--- config.mk ---
export PLATFORM = sky130hd
export DESIGN_NAME = ploq_ctrl
export DESIGN_NICKNAME = d
export VERILOG_FILES = /design/src/rtl/core/ploq_pkg.sv /design/src/rtl/core/ploq_ctrl.sv
export SDC_FILE = /design/constraint.sdc
export NUM_CORES = 1
export LEC_CHECK = 0
export BUFFER_PORTS_ARGS = -buffer_cell sky130_fd_sc_hd__buf_2
export CORE_AREA = 2 2 39 41
export DETAILED_ROUTE_END_ITERATION = 12
export DIE_AREA = 0 0 41 43
export PLACE_DENSITY = 0.42
export SLEW_MARGIN = 20
export SYNTH_ARGS = -nofsm -noshare
export SYNTH_HDL_FRONTEND = slang
export SYNTH_SLANG_ARGS = --single-unit
--- constraint.sdc ---
create_clock -name clk -period 1 [get_ports clk]
set_clock_uncertainty 0.1 [all_clocks]
set_input_delay 0.2 -clock clk [delete_from_list [all_inputs] [get_ports clk]]
set_output_delay 0.2 -clock clk [all_outputs]
set_load 0.02 [all_outputs]
--- src/rtl/core/ploq_pkg.sv ---
// Shared constants, codes and control structs for the price level order queue.
// No dependencies; every file but ploq_if imports this package.
package ploq_pkg;

  localparam int DEPTH = 64;
  localparam int IDX_W = $clog2(DEPTH);
  localparam int CNT_W = $clog2(DEPTH + 1);

  typedef enum logic [1:0] {
    KIND_ADD    = 2'd0,
    KIND_POP    = 2'd1,
    KIND_CANCEL = 2'd2,
    KIND_LOOKUP = 2'd3
  } kind_t;

  typedef enum logic [1:0] {
    ST_OK    = 2'd0,
    ST_PRICE = 2'd1,
    ST_FULL  = 2'd2,
    ST_NONE  = 2'd3
  } status_t;

  typedef struct packed {
    logic load;
    logic match;
    logic exec;
  } ploq_cmd_t;

  typedef struct packed {
    logic out_free;
  } ploq_sts_t;

endpackage

--- src/rtl/core/ploq_ctrl.sv ---
// Controller state machine: sequences capture, match and execute for each word.
// Depends on ploq_pkg for the command and status structs.
module ploq_ctrl import ploq_pkg::*; (
  input  logic      clk,
  input  logic      rst_n,
  input  logic      in_valid,
  output logic      in_ready,
  input  ploq_sts_t sts,
  output ploq_cmd_t cmd
);

  typedef enum logic [2:0] {
    S_IDLE  = 3'b001,
    S_MATCH = 3'b010,
    S_EXEC  = 3'b100
  } state_t;

  state_t state_r, state_nxt;

  always_ff @(posedge clk) begin
    if (!rst_n) begin
      state_r <= S_IDLE;
    end else begin
      state_r <= state_nxt;
    end
  end

  always_comb begin
    state_nxt = state_r;
    cmd       = '0;
    in_ready  = 1'b0;
    case (state_r)
      S_IDLE: begin
        in_ready = 1'b1;
        if (in_valid) begin
          cmd.load  = 1'b1;
          state_nxt = S_MATCH;
        end
      end
      S_MATCH: begin
        cmd.match = 1'b1;
        state_nxt = S_EXEC;
      end
      S_EXEC: begin
        if (sts.out_free) begin
          cmd.exec  = 1'b1;
          state_nxt = S_IDLE;
        end
      end
      default: begin
        state_nxt = S_IDLE;
      end
    endcase
  end

endmodule

Word-level counts from Yosys, hierarchy flattened

Cells that the tools add are included.

Bits in registers: 3
Memories: 0
Latch bits: 0
ROM bits: 0
Word-level logic and storage cells: 16
Memory bits (writable): 0
Bits of input ports: 4

Equality and inequality tests: 5
Bitwise gates (word level): 0
Add/subtract/negate cells: 0
Muxes and demuxes: 9
Magnitude comparators: 0
Shift-type cells: 0
$mul: 0
Reduce and logical (&&, ||, !) cells: 1
Divide/modulo/power cells: 0

Operator list:

| kind                                           | number |
|---|---|
| case mux 3 bit (3 select lines)                | 1 |
| two-way mux 1 bit                              | 6 |
| two-way mux 3 bit                              | 2 |
| != test 2 bit (second input constant)          | 2 |
| == test 3 x 1 -> 1 bit (second input constant) | 1 |
| == test 3 x 2 -> 1 bit (second input constant) | 1 |
| == test 3 bit (second input constant)          | 1 |
| AND reduction 2 bit                            | 1 |

Longest topological paths before layout

Gate-level depths: netlist of the first run.

Word-level depth: 3
Gate-level depth with buffers: 3
Gate-level depth less buffers: 3

Worst setup path after synthesis of the first run

No wires, ideal clock.

Path kind: reg2reg
Start: register state_r[2]
End: register state_r[1]
Period minus slack after synthesis: 1.132 ns
Cell stages (with the launch flop): 4
Setup time: 0.116 ns
Arrival time: 0.916 ns
Setup slack: -0.132 ns
Cell sequence: dfxtp_1 and2b_2 nor2b_4 and2_2

Word-level cells in the longest chain between the ends: 3
Elaborated cells between the ends (all ways): 7
Those cells by class: eq/ne: 5; mux: 1; reduce/logical: 1

Ends and longest elaborated chain:

| element                                                 | RTL line        | source |
|---|---|---|
| from (decl)                                             | ploq_ctrl.sv:18 | `state_t state_r, state_nxt;` |
| from (signal assigned)                                  | ploq_ctrl.sv:24 | `state_r <= state_nxt;` |
| == test 3 bit or == test 3 x 1 -> 1 bit (tied branches) | ploq_ctrl.sv:32 | `case (state_r)` |
| != test 2 bit (no source line)                          | n/a             |  |
| AND reduction 2 bit (no source line)                    | n/a             |  |

Parallel ways exist; a longest one is shown, timed or not.
A chain may end at the register's enable or synchronous reset.

==> metrics.yaml, run 1 <==
drt:
  drtPass1Iterations: 2
  drt_iter0_drc: 1
  drc: 0
  postRouteAntennaNets: 0
  routed_via_density: 3.75
  wirelength_um: 551
  wl_per_cell_um: 10.8
  vias: 191
yosys:
  syn-num-nets: 22
  synthArstFlopShare_pct: 0
  yosysTopAreaCell: "dfxtp_1"
  ys_types: 15
  avgSynthCellArea_um2: 10.1
  synth_area_leaders: "dfxtp_1 (33%), nand2b_4 (7.6%), nor2b_4 (7.6%)"
  syn_area_um2: 181
  seq_area_frac_synth_pct: 33.1
  synth_top_area_share_pct: 33.1
  yosys.cell_count.top_type: "dfxtp_1"
  ys_ff_latch: 3
  netlist_instances: 18
  synth_edf_count: 0
  yosys_warnings: 0
  synth_flop_cell: "dfxtp_1"
  yosys-top-cells-count: "dfxtp_1 (3), nor2_1 (2)"
placement:
  pre_cts_ws_ps: -151
  place_congestion: 0.573
  port_buffers: 7
  dpl.hpwl_um: 302
cells_and_area:
  n_antenna_cell: 0
  largest_register_ffs: 3
  fin_nets: 40
  synthToLayoutAreaGrowth_pct: 128
  regMostFlops: "state_r"
  top_regs: "state_r x3"
  drive_gt1_share_pct: 94.3
min_path:
  hold_class: "in2reg"
clock_network:
  clock_latency_ps: 230
  clk_path_buf_depth: 2
  cts_made_buffers: 3
  cts-root-buf: "clkbuf_4"
  clkTransAtPathRegs_ps: 40
  cts_tree: "done"
  htreeDepth: 1
  cts.sink_count: 3
  holdBufCountCts: 0
sta:
  hold_viol: 0
  fin_crit_sh_pct: 136
  rsz0062_at_grt: "true"
  clock.fmax_mhz: 733
  tightestPinTransition_ps: 142
  min_period_ps: 1360
  slew-limit-headroom_pct: 90.5
  postLayoutSetupSlackWorst_ps: -364
  finalSetupViolCount: 7
  finalMaxSlewViolations: 0
die:
  initial_core_util_pct: 13.1
  die_area_um2: 1760
  io_pins: 8
  die_y_um: 43
  core_um2: 1380
  die_w_um: 41
  rows: 14
pwr:
  finalPower_uw: 528
  irDropWorstVdd_mv: 0.359
  cellPowerDensity_nw_per_um2: 1280
  p_leak_uw: 0.000176
global_route:
  grt_overflow: 0
  grt_usage_pct: 6.73
  grt_pass1_wl_um: 724
  antenna_found_initial: 0
  grt_max_degree: 6
  grt_pass1_vias: 170
worst_setup_path:
  crit_path_start_kind: "flop"
  crit_path_max_fanout: 3
  setup.worst_path.end_class: "output pin"
  worstPathArrival_ps: 1060
  crit_type: "reg2out"
  required_ps: 700
outcome:
  status: "finished, violations left"
  violations: "negative setup slack"
run:
  max-cap-violations: 0
logic make-up (layout without fill, tap and decap cells):
family	count (synthesis)	after routing	share of synthesized area [%]
simple gates	11	11	49.0
flops	3	3	33.1
buf+inv	1	18	4.14
compound gates	2	2	7.58
mux	1	1	6.21
per-layer routing:
layer	vias to the layer above	routed length (um)	GRT usage, %
li1	95	-	-
met1	90	208	7.07
met2	6	308	8.44
met3	0	35	3.14
met4	0	0	8.00
met5	-	0	0
area by class of cell:
class                   count  area, um2
fillers                   152        971
multi-input cells          14        163
repair buffers             14        133
well taps                  16       20.0
flip-flops and latches      3       71.3
clock buffers               4       26.3
critical path: stages (launching register included):
cell,delay [ps]
dfxtp_4,350
and2b_2,220
nor2b_4,150
buf_6,120
repair_timing:
item / CTS / global route
pin swaps: 2 / 3
setup endpoints to repair: 7 / 7
setup buffers: 2 / 2
gates resized for setup: 13 / 11
placed cells by master (no fill, tap or decap), types with 2 or more instances in the layout:
cell type / count
nand2b_4: 2
nor3b_2: 2
clkbuf_4: 3
dfxtp_4: 3
buf_6: 4
buf_2: 3
buf_4: 5
final timing paths:
check | startpoint | cells after the start | slack [ps] | endpoint
min | rst_n | 2 | 90 | state_r[0]
max | state_r[2] | 3 | -360 | cmd[2]
min reg2reg | state_r[1] | 2 | 430 | state_r[0]
max reg2reg | state_r[2] | 5 | -240 | state_r[2]
where the power goes:
part,switching [uW],leakage [uW],internal [uW]
logic,68.3,0.000135,96.9
registers,21.4,0.0000262,129
clock network,63.3,0.0000150,150
total,153,0.000176,375
metrics by stage:
stage,cell area [um2],util [%],hold WS [ps],std cells,setup TNS [ps]
CTS,347,25.0,73.6,49,-1550
detailed placement,258,18.6,321,43,-504
global route,413,29.8,98.1,51,-2070
floorplan,188,-,181,18,-95.1
global placement,258,18.6,332,43,-509
finish,413,29.8,91.4,51,-1800
Note: power is estimated with default switching activity, not from simulation.
==> run 2, diff against run 1 <==
--- a/config.mk
+++ b/config.mk
@@ -7,6 +7,7 @@
 export LEC_CHECK = 0
 export BUFFER_PORTS_ARGS = -buffer_cell sky130_fd_sc_hd__buf_2
 export CORE_AREA = 2 2 39 41
+export CTS_BUF_LIST = sky130_fd_sc_hd__clkbuf_8
 export DETAILED_ROUTE_END_ITERATION = 12
 export DIE_AREA = 0 0 41 43
 export PLACE_DENSITY = 0.42
==> run 2 against run 1 <==
- the flow still finishes with violations (negative setup slack)
- cell area is 4.5% higher
- sequential power hardly changed
- final cell count stayed put
- setup slack better by 32 ps
- fmax is 2.4% higher
- sequential share of layout area is 0.75 points lower
- worst hold slack better by 19 ps
- critical path type unchanged
- critical endpoint unchanged
- largest cell class unchanged
- largest power group unchanged
==> metrics.yaml, run 2 (synthesized netlist as in run 1, its figures left out) <==
clock_network:
  htreeDepth: 1  # unchanged
  cts-root-buf: "clkbuf_8"
  clock_latency_ps: 210  # -20 ps
  clkTransAtPathRegs_ps: 30  # about the same
  cts.sink_count: 3  # unchanged
  holdBufCountCts: 0  # unchanged
  clk_path_buf_depth: 2  # unchanged
  cts_tree: "done"
  cts_made_buffers: 3  # unchanged
drt:
  drc: 0  # unchanged
  highest_layer: "met3"
  met3_length_um: 35  # unchanged
  wl_met2_um: 311  # +0.97%
  wirelength_met1_um: 193  # -7.2%
  routed_via_density: 3.75  # unchanged
  drt_iter0_drc: 2  # +1
  wl_per_cell_um: 10.6  # -2.2%
  vias: 191  # unchanged
  drtPass1Iterations: 2  # unchanged
  postRouteAntennaNets: 0  # unchanged
  wirelength_um: 539  # -2.2%
sta:
  rsz0062_at_grt: "true"
  slew-limit-headroom_pct: 91.2  # +0.67 points
  tightestPinTransition_ps: 132  # -10.7 ps
  postLayoutSetupSlackWorst_ps: -332  # +32.2 ps
  finalSetupViolCount: 7  # unchanged
  hold_viol: 0  # unchanged
  finalMaxSlewViolations: 0  # unchanged
  fin_crit_sh_pct: 133  # -3.2 points
  min_period_ps: 1330  # -32.2 ps
  clock.fmax_mhz: 751  # +2.4%
placement:
  place_congestion: 0.573  # unchanged
  port_buffers: 7  # unchanged
  pre_cts_ws_ps: -151  # unchanged
  dpl.hpwl_um: 302  # unchanged
die:
  die_area_um2: 1760  # unchanged
  initial_core_util_pct: 13.1  # unchanged
  die_y_um: 43  # unchanged
  rows: 14  # unchanged
  die_w_um: 41  # unchanged
  io_pins: 8  # unchanged
  core_um2: 1380  # unchanged
worst_setup_path:
  required_ps: 700  # about the same
  worstPathCellList: "and2b_2 > nor2b_4 > buf_6"
  cp_top_family: "flip-flops"
  path_buf_inv: 1  # unchanged
  max_stage_delay_ps: 360  # about the same
  crit_slowest_cell: "dfxtp_4"
  reg2reg_slack_ps: -230  # about the same
  worstPathArrival_ps: 1030  # -30 ps
  setup.worst_path.end_class: "output pin"
  crit_cells: 3  # unchanged
  crit_path_start_kind: "flop"
  crit_path_max_fanout: 3  # unchanged
  crit_type: "reg2out"
  rr_worst_depth: 5  # unchanged
global_route:
  grt_pass1_vias: 173  # +1.8%
  grt_usage_pct: 6.73  # unchanged
  antenna_found_initial: 0  # unchanged
  grt_pass1_wl_um: 759  # +4.8%
  grt_max_degree: 6  # unchanged
  grt_overflow: 0  # unchanged
cells_and_area:
  fillers: 150  # -1.3%
  final_cell_mix: "buf_4 (5), buf_6 (4), clkbuf_8 (3), buf_2 (3), dfxtp_4 (3)"
  drive_gt1_share_pct: 94.3  # unchanged
  n_antenna_cell: 0  # unchanged
  largest_register_ffs: 3  # unchanged
  top_regs: "state_r x3"
  regMostFlops: "state_r"
  post-route-util_pct: 31.2  # +1.4 points
  fin_nets: 40  # unchanged
  synthToLayoutAreaGrowth_pct: 138
  final_common_cell: "buf_4"
outcome:
  violations: "negative setup slack"
  status: "finished, violations left"
run:
  max-cap-violations: 0  # unchanged
pwr:
  p_leak_uw: 0.000187  # +6.3%
  cellPowerDensity_nw_per_um2: 1510  # +18%
  irDropWorstVdd_mv: 0.684  # +90%
min_path:
  holdPathStages: 2  # unchanged
  hold_class: "in2reg"
==> run 2: changes by cell type in the layout (fill, tap and decap cells not counted) <==
| cell | previous run | this run |
|---|---|---|
| clkbuf_8 | 0 | 3 |
| clkbuf_4 | 3 | 0 |
| inv_1 | 0 | 1 |
| clkbuf_1 | 1 | 0 |
==> run 2: final timing paths <==
check,startpoint,end
min reg2reg,state_r[1],state_r[0]
max reg2reg,state_r[2],state_r[2]
max,state_r[2],cmd[2]
min,rst_n,state_r[0]
==> run 2: per-stage QoR <==
stage / cell area [um2] / hold WS, ps / TNS [ps] / total power [uW] / instances
floorplan: 188 / 181 / -95.1 / 216 / 18
global placement: 258 / 332 / -509 / 252 / 43
detailed placement: 258 / 321 / -504 / 254 / 43
CTS: 373 / 99.5 / -1570 / 629 / 50
global route: 432 / 124 / -1960 / 694 / 51
finish: 432 / 110 / -1690 / 653 / 51
==> run 2: power by group <==
part	internal [uW]	switching, uW
registers	129	21.6
clock network	261	74.7
logic	98.4	68.6
==> run 2: area by class of cell <==
class / instances / area [um2] / area share (%)
Timing Repair Buffer: 14 / 133 / 30.7
Clock inverter: 1 / 3.75 / 0.870
Multi-Input combinational cell: 14 / 163 / 37.7
Sequential cell: 3 / 71.3 / 16.5
Tap cell: 16 / 20.0 / 4.64
Clock buffer: 3 / 41.3 / 9.57
==> run 2: layer usage <==
layer | GRT usage [%] | vias to the layer above
li1 | - | 95
met1 | 7.40 | 90
met2 | 9.06 | 6
met3 | 3.14 | 0
met4 | 6.00 | 0
met5 | 0 | -
==> run 2: timing repair <==
item,4_1_cts,5_1_grt
buffers inserted,3,1
endpoints found under the setup margin,7,7
pin swaps,1,5
resized for setup,13,11
